[src/wac_pkg.sv]
// wac_pkg: shared constants and the beat type that travels along the
// coalescer's cell chain. No dependencies.
package wac_pkg;

    // Field and state widths
    localparam int OFFSET_W = 32;
    localparam int RANGE_W  = 34;
    localparam int SEG_W    = 13;
    localparam int COUNT_W  = 6;

    // Table size and fixed sizes
    localparam int RANGE_SLOTS  = 32;
    localparam int ACCESS_BYTES = 4;

    localparam logic [SEG_W-1:0]   SEGMENT_RESET = SEG_W'(256);
    localparam logic [COUNT_W-1:0] COUNT_MAX     = {COUNT_W{1'b1}};

    // One thread access moving down the chain
    typedef struct packed {
        logic                valid;
        logic [OFFSET_W-1:0] offset;
        logic                known;
        logic                last;
        logic                done;   // placed in some range already
        logic [COUNT_W-1:0]  count;  // ranges counted by the flush of a last beat
    } beat_t;

endpackage

[src/wac_cell.sv]
// wac_cell: one range slot of the coalescer chain. Holds one [start, end]
// range, tests the passing beat against it and hands the beat on.
// Depends on wac_pkg.
module wac_cell (
    input  logic                          clk,
    input  logic                          rst_n,
    input  logic                          en,
    input  logic [wac_pkg::SEG_W-1:0]     seg,
    input  wac_pkg::beat_t                beat_in,
    output wac_pkg::beat_t                beat_out
);

    localparam int CW = wac_pkg::RANGE_W + 1;

    logic                          valid_reg, valid_next;
    logic [wac_pkg::RANGE_W-1:0]   start_reg, start_next;
    logic [wac_pkg::RANGE_W-1:0]   end_reg, end_next;
    wac_pkg::beat_t                beat_reg, beat_next;

    logic signed [CW-1:0] off_w, off_end, s_w, e_w, seg_w;
    logic                 active, covers, grow_lo, grow_hi, fill, take, occupied;

    // Signed operands, one bit of headroom
    assign off_w   = {{(CW-wac_pkg::OFFSET_W){beat_in.offset[wac_pkg::OFFSET_W-1]}},
                      beat_in.offset};
    assign off_end = off_w + CW'(wac_pkg::ACCESS_BYTES);
    assign s_w     = {start_reg[wac_pkg::RANGE_W-1], start_reg};
    assign e_w     = {end_reg[wac_pkg::RANGE_W-1], end_reg};
    assign seg_w   = {{(CW-wac_pkg::SEG_W){1'b0}}, seg};

    // Range tests, in priority order of the slot
    assign active  = beat_in.valid && beat_in.known && !beat_in.done;
    assign covers  = (off_w >= s_w) && (off_w <= e_w);
    assign grow_lo = (off_w < s_w) && (off_w >= e_w - seg_w);
    assign grow_hi = (off_end > e_w) && (off_end <= s_w + seg_w);
    assign fill    = active && !valid_reg;
    assign take    = active && valid_reg && (covers || grow_lo || grow_hi);

    // Slot update and flush on the warp's last beat
    always_comb
    begin
        valid_next = valid_reg;
        start_next = start_reg;
        end_next   = end_reg;
        beat_next  = beat_in;
        occupied   = valid_reg || fill;
        if (fill)
        begin
            valid_next = 1'b1;
            start_next = off_w[wac_pkg::RANGE_W-1:0];
            end_next   = off_end[wac_pkg::RANGE_W-1:0];
        end
        else if (take && !covers && grow_lo)
        begin
            start_next = off_w[wac_pkg::RANGE_W-1:0];
        end
        else if (take && !covers)
        begin
            end_next = off_end[wac_pkg::RANGE_W-1:0];
        end
        beat_next.done = beat_in.done || fill || take;
        if (beat_in.valid && beat_in.last)
        begin
            valid_next      = 1'b0;
            beat_next.count = beat_in.count + wac_pkg::COUNT_W'(occupied);
        end
        if (!beat_in.valid)
        begin
            valid_next = valid_reg;
            start_next = start_reg;
            end_next   = end_reg;
        end
    end

    // Control state
    always_ff @(posedge clk or negedge rst_n)
    begin
        if (!rst_n)
        begin
            valid_reg <= 1'b0;
            beat_reg  <= '0;
        end
        else if (en)
        begin
            valid_reg <= valid_next;
            beat_reg  <= beat_next;
        end
    end

    // Range bounds, meaningful only while valid
    always_ff @(posedge clk)
    begin
        if (en)
        begin
            start_reg <= start_next;
            end_reg   <= end_next;
        end
    end

    assign beat_out = beat_reg;

endmodule

[config.mk]
export PLATFORM = sky130hd
export DESIGN_NAME = wac_cell
export DESIGN_NICKNAME = d
export VERILOG_FILES = /design/src/wac_pkg.sv /design/src/wac_cell.sv
export SDC_FILE = /design/constraint.sdc
export NUM_CORES = 1
export LEC_CHECK = 0
export ABC_AREA = 0
export BUFFER_PORTS_ARGS = -buffer_cell sky130_fd_sc_hd__buf_2
export CORE_UTILIZATION = 40
export DETAILED_ROUTE_END_ITERATION = 6
export SLEW_MARGIN = 20
export SYNTH_ARGS = -nofsm -noshare
export SYNTH_HDL_FRONTEND = slang
export SYNTH_SLANG_ARGS = --single-unit
[constraint.sdc]
create_clock -name clk -period 9.2 [get_ports clk]
set_input_delay 1.84 -clock clk [delete_from_list [all_inputs] [get_ports clk]]
set_output_delay 1.84 -clock clk [all_outputs]
set_load 0.02 [all_outputs]
==> results of run 1 <==
cell type report:
type / count / area (um2) / share of cell area (%)
repair buffers: 106 / 548 / 4.87
well taps: 324 / 405 / 3.60
clock inverters: 5 / 85.1 / 0.755
flip-flops and latches: 108 / 3030 / 26.9
clock buffers: 11 / 243 / 2.16
multi-input cells: 830 / 6570 / 58.4
inverters: 101 / 379 / 3.37
cell usage after synthesis (8+ instances only):
cell type,count
ha_1,195
inv_1,101
a21oi_1,80
xnor2_1,70
nand2_1,67
edfxtp_1,65
nor2_1,50
dfrtp_1,43
nand4_1,43
o21ai_0,42
mux2_2,36
nand3_1,34
a21o_1,28
xor2_1,22
nor3_1,18
nor4_1,15
and3_1,11
nand2b_1,11
a211oi_1,10
nor2b_1,8
worst max-delay path by stage:
stage	start	to	slack, ns	depth (start not counted)
floorplan	seg[0]	end_reg[0]	0.73	21
global placement	seg[0]	end_reg[10]	1.76	22
detailed placement	seg[0]	end_reg[10]	1.69	22
CTS	seg[0]	end_reg[18]	2.03	22
global route	seg[0]	end_reg[14]	1.70	22
finish	seg[0]	end_reg[14]	2.06	22
per-stage QoR:
stage	power (W)	hold WS, ns	utilization, %
finish	0.00135	0.502	46.2
global route	0.00143	0.520	46.2
CTS	0.00137	0.506	46.2
detailed placement	0.000924	0.490	44.8
global placement	0.000918	0.483	44.8
floorplan	0.000796	0.544	-
worst register-to-register path, stage by stage (launching register included):
cell and delay [ns]:
edfxtp_1 0.40, inv_1 0.07, ha_1 0.15, inv_1 0.05, fa_1 0.40, a21o_1 0.20, a21oi_1 0.24, o21bai_1 0.12
a21boi_0 0.25, o31ai_1 0.15, o31a_1 0.44, or4bb_1 0.55, xnor2_1 0.14, ha_1 0.31, nand4_1 0.11, nor3_1 0.07
a221oi_1 0.28, o211ai_1 0.15, xor2_1 0.29, a21oi_1 0.14, o32a_1 0.38, o21ai_4 0.35, buf_4 0.44
placed cells by master (no fill, tap or decap), types with 8 or more instances in the layout:
cell / instances
nor2b_1: 8
nor2_1: 50
nor3_1: 18
o21ai_0: 40
a21oi_1: 80
and3_1: 11
clkbuf_16: 9
xor2_1: 22
a211oi_1: 10
a21o_1: 28
buf_2: 99
inv_1: 101
nor4_1: 15
nand2b_1: 11
mux2_2: 36
ha_1: 195
edfxtp_1: 65
dfrtp_1: 43
nand2_1: 67
nand3_1: 34
xnor2_1: 70
nand4_1: 43
cells by family after synthesis:
logic type / Yosys count
buffers and inverters: 113
and+or+nand+nor: 294
muxes: 38
DFF: 108
xor gates and xnor gates: 92
adders and majority gates: 197
AOI/OAI and AO/OA: 209
power breakdown:
| group | leakage [nW] | internal [W] | switching, W |
|---|---|---|---|
| clock network | 0.156 | 0.000248 | 0.000193 |
| logic | 3.83 | 0.000141 | 0.000215 |
| registers | 1.09 | 0.000542 | 0.0000154 |
layer usage:
layer / track usage (%) / vias up / part of all wire [%]
li1: - / 4089 / -
met1: 29.3 / 3809 / 49
met2: 34.5 / 167 / 45
met3: 2.29 / 25 / 3.9
met4: 5.93 / 0 / 1.8
met5: 0 / - / 0
==> reports/results.tsv, run 1 <==
metric	value	unit
postcts setup bufs	0	
Cell variety after synth	57	
largest net degree at the start of global routing	51	
# hold bufs at CTS	0	
post-route worst setup slack	2.06	ns
Arrival @ worst endpoint	7.17	ns
Worst R2R Setup Slack	3.16	ns
Area after DPL	0.0109	mm2
Final Hold Vio Count	0	
global-route wire length before repair	42.1	mm
sequential area share after synthesis	30.3	%
Synth Register Bits	108	
Main synth FF type	edfxtp_1	
Fmax	0.140	GHz
mapped cell area	0.0100	mm2
critical path class	primary input to register	
Relative slew margins	34.8	%
Synth area leader	ha_1	
Final period util	77.7	%
Max Slew Vio Count	0	
die width	160	um
Hold Path Sink	beat_out[26]	
Hold Path Stages	1	
number of synthesized flops with an enable pin	65	
Synth top area share	24.4	%
Skew-Pair Late Insertion Delay	0.37	ns
total CTS buffers	9	
drt first pass iters	5	
Worst Hold Class	register to register	
CTS Root Cell	clkbuf_16	
Layout Skew	0.0125	ns
run status	completed	
clk slew on worst S/H paths	0.07	ns
Starting Density	41.0	%
worst-path fanout max	25	
Total Nets Final	1411	
Setup TNS Final	0	ns
most area-consuming cells after synthesis	ha_1 24%, edfxtp_1 20%, dfrtp_1 11%, xnor2_1 6.1%, mux2_2 4.1%	
Gate Count Post-Synth	1051	
vias per inst	5.45	
initial antenna violation count	0	
RR Endpoint	end_reg[14]	
number of vias in the routed layout	8090	
adder-cell area share of the yosys netlist	24.8	%
min Tclk post-route	7.14	ns
Fillers	2373	
vias in the first global route	7836	
xor/xnor cell area share of the yosys netlist	8.05	%
number of port buffers	99	
grt total ovfl	0	
Req. time, crit path	9.22	ns
Worst IR Drop VDD	0.0000775	V
Yosys Warn Count	0	
r2r startpoint	end_reg[0]	
RSZ-0062 raised after global routing	no	
# resized after CTS	0	
Synth Area in Compound Gates	12.8	%
die footprint	0.0256	mm2
Mapped Avg Cell Area	9.52	um2
initial DRC count	471	
Overall Global Routing Usage	21.1	%
# IOs	100	
Area Growth Syn to Fin	12.6	%
crit start category	primary input	
Final Setup Violations	0	
hpwl dp	21.0	mm
CTS tree	yes	
final instance area	0.0113	mm2
CP max stage cell	or4bb_1	
max incr delay on CP	0.55	ns
antenna fix cells	0	
row cnt	57	
Syn Nets	1306	
Core Area	0.0244	mm2
routed wire length	26.4	mm
htree depth	3	
antenna-violating nets left	0	
P_leak	5.08	nW
drt drc	0	
critical-path cell list	buf_2, ha_1, inv_1, fa_1, a21o_1, a21oi_1, o21bai_1, a21boi_0, o31ai_1, o31a_1, or4bb_1, xnor2_1, ha_1, nand4_1, nor3_1, a221oi_1, o211ai_1, xor2_1, a21oi_1, o32a_1, o21ai_4, buf_4	
DR WL/cell	17.8	um
CTS max path bufs	2	
RD Place Congestion	0.856	
hold wc startpoint	beat_out[26]	
largest family of logic cells by synthesized area	adder cells	
max cap viols	0	
crit end category	register	
power per standard cell area	120	mW/mm2
clk sink count	108	
multiplexer share of the synthesized area	4.25	%
asr flop ratio synth	39.8	%
placed insts	1469	
max reg flops	42	
Die Span Y	160	um
Worst-Margin Slew	0.971	ns
Place WS	1.69	ns
share of cells above drive strength 1	14.6	%
r2r worst-path depth	22	
delay-heaviest family, CP	compound AO/OA/AOI/OAI gates	
Finished Layout Cells	1485	
CP Buf/Inv Count	3	
Synth Area in Simple Gates	15.6	%
Power figures use the tool's default switching activity.
==> run 2: changes to the inputs <==
ABC_AREA = 1   (was 0)
clock period = 6.3 ns   (was 9.2 ns; I/O delays follow)
==> run 2 against run 1 <==
Net effect: synthesized cell count is 37% higher; hold slack worse by 0.030 ns; critical path type unchanged; critical path depth is 5 higher; area after synthesis is 8.7% higher; via count is 20% higher; die area is 8.6% higher; critical endpoint is now end_reg[26]; register-to-register slack worse by 1.8 ns; sequential share of layout area is 1.9 points lower; utilization is 0.11 points lower; global-route usage is 1.7 points higher.
==> reports/results.tsv, run 2 <==
metric	value	unit	change
initial DRC count	596		was 471
grt total ovfl	0		unchanged
Core Area	0.0264	mm2	was 0.0244 mm2
Final Hold Vio Count	0		unchanged
Final period util	89.3	%	
Syn Nets	1699		was 1306
Relative slew margins	34.8	%	about the same
largest net degree at the start of global routing	57		was 51
number of port buffers	99		unchanged
adder-cell area share of the yosys netlist	22.8	%	was 24.8%
initial antenna violation count	1		was 0
hpwl dp	25.9	mm	was 21.0 mm
share of cells above drive strength 1	10.1	%	was 14.6%
# hold bufs at CTS	0		unchanged
Total Nets Final	1807		was 1411
sequential area share after synthesis	27.8	%	was 30.3%
final hold slack	0.472	ns	was 0.502 ns
Worst-Margin Slew	0.969	ns	was 0.971 ns
clk sink count	108		unchanged
asr flop ratio synth	39.8	%	unchanged
row cnt	59		was 57
Fmax	0.178	GHz	
top-count cell post-synth	nand2_1		was ha_1
die width	167	um	was 160 um
Synth top area share	22.4	%	was 24.4%
Area Growth Syn to Fin	11.6	%	was 12.6%
crit end category	register		unchanged
drt drc	0		unchanged
total CTS buffers	9		unchanged
die footprint	0.0278	mm2	was 0.0256 mm2
vias per inst	5.12		was 5.45
power per standard cell area	156	mW/mm2	was 120 mW/mm2
post-route worst setup slack	0.676	ns	was 2.06 ns
# resized after CTS	0		unchanged
delay-heaviest family, CP	simple AND/OR/NAND/NOR gates		was compound AO/OA/AOI/OAI gates
max reg flops	42		unchanged
global-route wire length before repair	49.2	mm	was 42.1 mm
clk slew on worst S/H paths	0.08	ns	was 0.07 ns
drt first pass iters	4		was 5
Overall Global Routing Usage	22.8	%	was 21.1%
number of vias in the routed layout	9678		was 8090
RD Place Congestion	0.914		was 0.856
Synth Area in Compound Gates	7.99	%	was 12.8%
DR WL/cell	16.5	um	was 17.8 um
Synth Register Bits	108		unchanged
Main synth FF type	edfxtp_1		unchanged
crit start category	primary input		unchanged
multiplexer share of the synthesized area	0	%	was 4.25%
Die Span Y	167	um	was 160 um
Synth area leader	ha_1		unchanged
Post-synth top cells	408 x nand2_1, 224 x inv_1, 195 x ha_1		was 195 x ha_1, 101 x inv_1, 80 x a21oi_1
number of synthesized flops with an enable pin	65		unchanged
largest family of logic cells by synthesized area	simple AND/OR/NAND/NOR gates		was adder cells
mapped cell area	0.0109	mm2	was 0.0100 mm2
Layout Utilization	46.1	%	was 46.2%
RSZ-0062 raised after global routing	no		unchanged
CTS Root Cell	clkbuf_16		unchanged
Worst Hold Class	register to register		unchanged
P_leak	6.32	nW	was 5.08 nW
CP Buf/Inv Count	5		was 3
xor/xnor cell area share of the yosys netlist	7.01	%	was 8.05%
Cell variety after synth	47		was 57
antenna-violating nets left	0		unchanged
CP max stage cell	fa_1		was or4bb_1
postcts setup bufs	0		unchanged
min Tclk post-route	5.62	ns	
Area after DPL	0.0118	mm2	was 0.0109 mm2
routed wire length	31.2	mm	was 26.4 mm
run status	completed		unchanged
antenna fix cells	0		unchanged
max cap viols	0		unchanged
Arrival @ worst endpoint	5.66	ns	was 7.17 ns
critical path class	primary input to register		unchanged
most area-consuming cells after synthesis	ha_1 22%, edfxtp_1 18%, nand2_1 14%, dfrtp_1 9.9%, inv_1 7.7%		was ha_1 24%, edfxtp_1 20%, dfrtp_1 11%, xnor2_1 6.1%, mux2_2 4.1%
cell-internal power	0.00124	W	was 0.000931 W
Clk pwr share	30.4	%	was 32.6%
Gate Count Post-Synth	1444		was 1051
Seq pwr share	42.5	%	was 41.2%
final instance area	0.0121	mm2	was 0.0113 mm2
commonest non-fill, non-tap cell in the layout	nand2_1		was ha_1
Skew-Pair Late Insertion Delay	0.36	ns	was 0.37 ns
Synth Area in Simple Gates	26.2	%	was 15.6%
Mapped Avg Cell Area	7.53	um2	was 9.52 um2
Place WS	0.370	ns	was 1.69 ns
most used cell, CP	nand2_1		
Max Slew Vio Count	0		unchanged
Yosys Warn Count	0		unchanged
Setup TNS Final	0	ns	unchanged
CTS max path bufs	2		unchanged
combinational share of power	27.1	%	was 26.3%
vias in the first global route	9385		was 7836
# IOs	100		unchanged
worst-path fanout max	23		was 25
Psw	0.000655	W	was 0.000423 W
Layout Skew	0.0145	ns	was 0.0125 ns
most frequent cells in the layout	408 x nand2_1, 223 x inv_1, 195 x ha_1		was 195 x ha_1, 101 x inv_1, 99 x buf_2
Starting Density	41.3	%	was 41.0%
htree depth	3		unchanged
Req. time, crit path	6.33	ns	was 9.22 ns
max incr delay on CP	0.41	ns	was 0.55 ns
CTS tree	yes		unchanged
Worst IR Drop VDD	0.000123	V	was 0.0000775 V
Sw Share	34.6	%	was 31.2%
Final Setup Violations	0		unchanged
run 2: cell count changes after synthesis, moves of 12 or more:
cell / delta
inv_1: +123
nand2_1: +341
nor2_1: +79
o21ai_0: -12
xor2_1: +44
xnor2_1: -49
a21o_1: -18
nand4_1: -20
mux2_2: -36
run 2: path summary, 6_finish.rpt:
| check | cells after the start | slack [ns] | from | to |
|---|---|---|---|---|
| worst max-delay path | 27 | 0.68 | seg[0] | end_reg[26] |
| worst min-delay path | 2 | 0.47 | beat_out[8] | beat_out[8] |
| worst max register to register | 26 | 1.33 | start_reg[0] | end_reg[26] |
| worst min register to register | 2 | 0.47 | beat_out[8] | beat_out[8] |
| max in group asynchronous | 2 | 5.02 | rst_n | beat_out[19] |
| min in group asynchronous | 1 | 0.80 | rst_n | beat_out[33] |
run 2: metal layers:
| layer | global-route usage, % | wire length (um) |
|---|---|---|
| met5 | 0 | 13 |
| met1 | 32.3 | 15400 |
| met2 | 36.5 | 13700 |
| met3 | 3.11 | 1650 |
| met4 | 5.68 | 436 |
run 2: logic make-up (layout without fill, tap and decap cells):
kind of cell	count (synthesis)	in the layout
buffers and inverters	235	348
AO/OA/AOI/OAI	154	154
XOR/XNOR	87	87
AND/OR/NAND/NOR	663	663
flip-flops	108	108
adder cells (fa/ha/maj)	197	197
run 2: area by class of cell:
cell class / count / area, um2
fill: 2662 / 14200
multi-input combinational: 1101 / 6990
sequential: 108 / 3030
inverter: 226 / 848
timing repair buffer: 106 / 573
tap: 335 / 419
clock buffer: 10 / 229
clock inverter: 6 / 56.3
run 2: stage by stage:
step	total power, W	std cells
after floorplan	0.00114	1444
after global placement	0.00132	1875
after detailed placement	0.00133	1875
after CTS	0.00191	1891
after global routing	0.00200	1892
final	0.00189	1892
run 2: tightest hold or removal path, delay by kind of cell (launching register included):
family        cells  cell delay, ns
flops             1            0.35
simple gates      2            0.09
run 2: power groups by stage:
stage / Combinational (W) / Clock (W) / Sequential, W
2_1_floorplan: 0.000293 / 0 / 0.000848
3_3_place_gp: 0.000502 / 0 / 0.000819
3_5_place_dp: 0.000511 / 0 / 0.000819
4_1_cts: 0.000513 / 0.000590 / 0.000805
5_1_grt: 0.000582 / 0.000608 / 0.000809
6_report: 0.000514 / 0.000576 / 0.000805
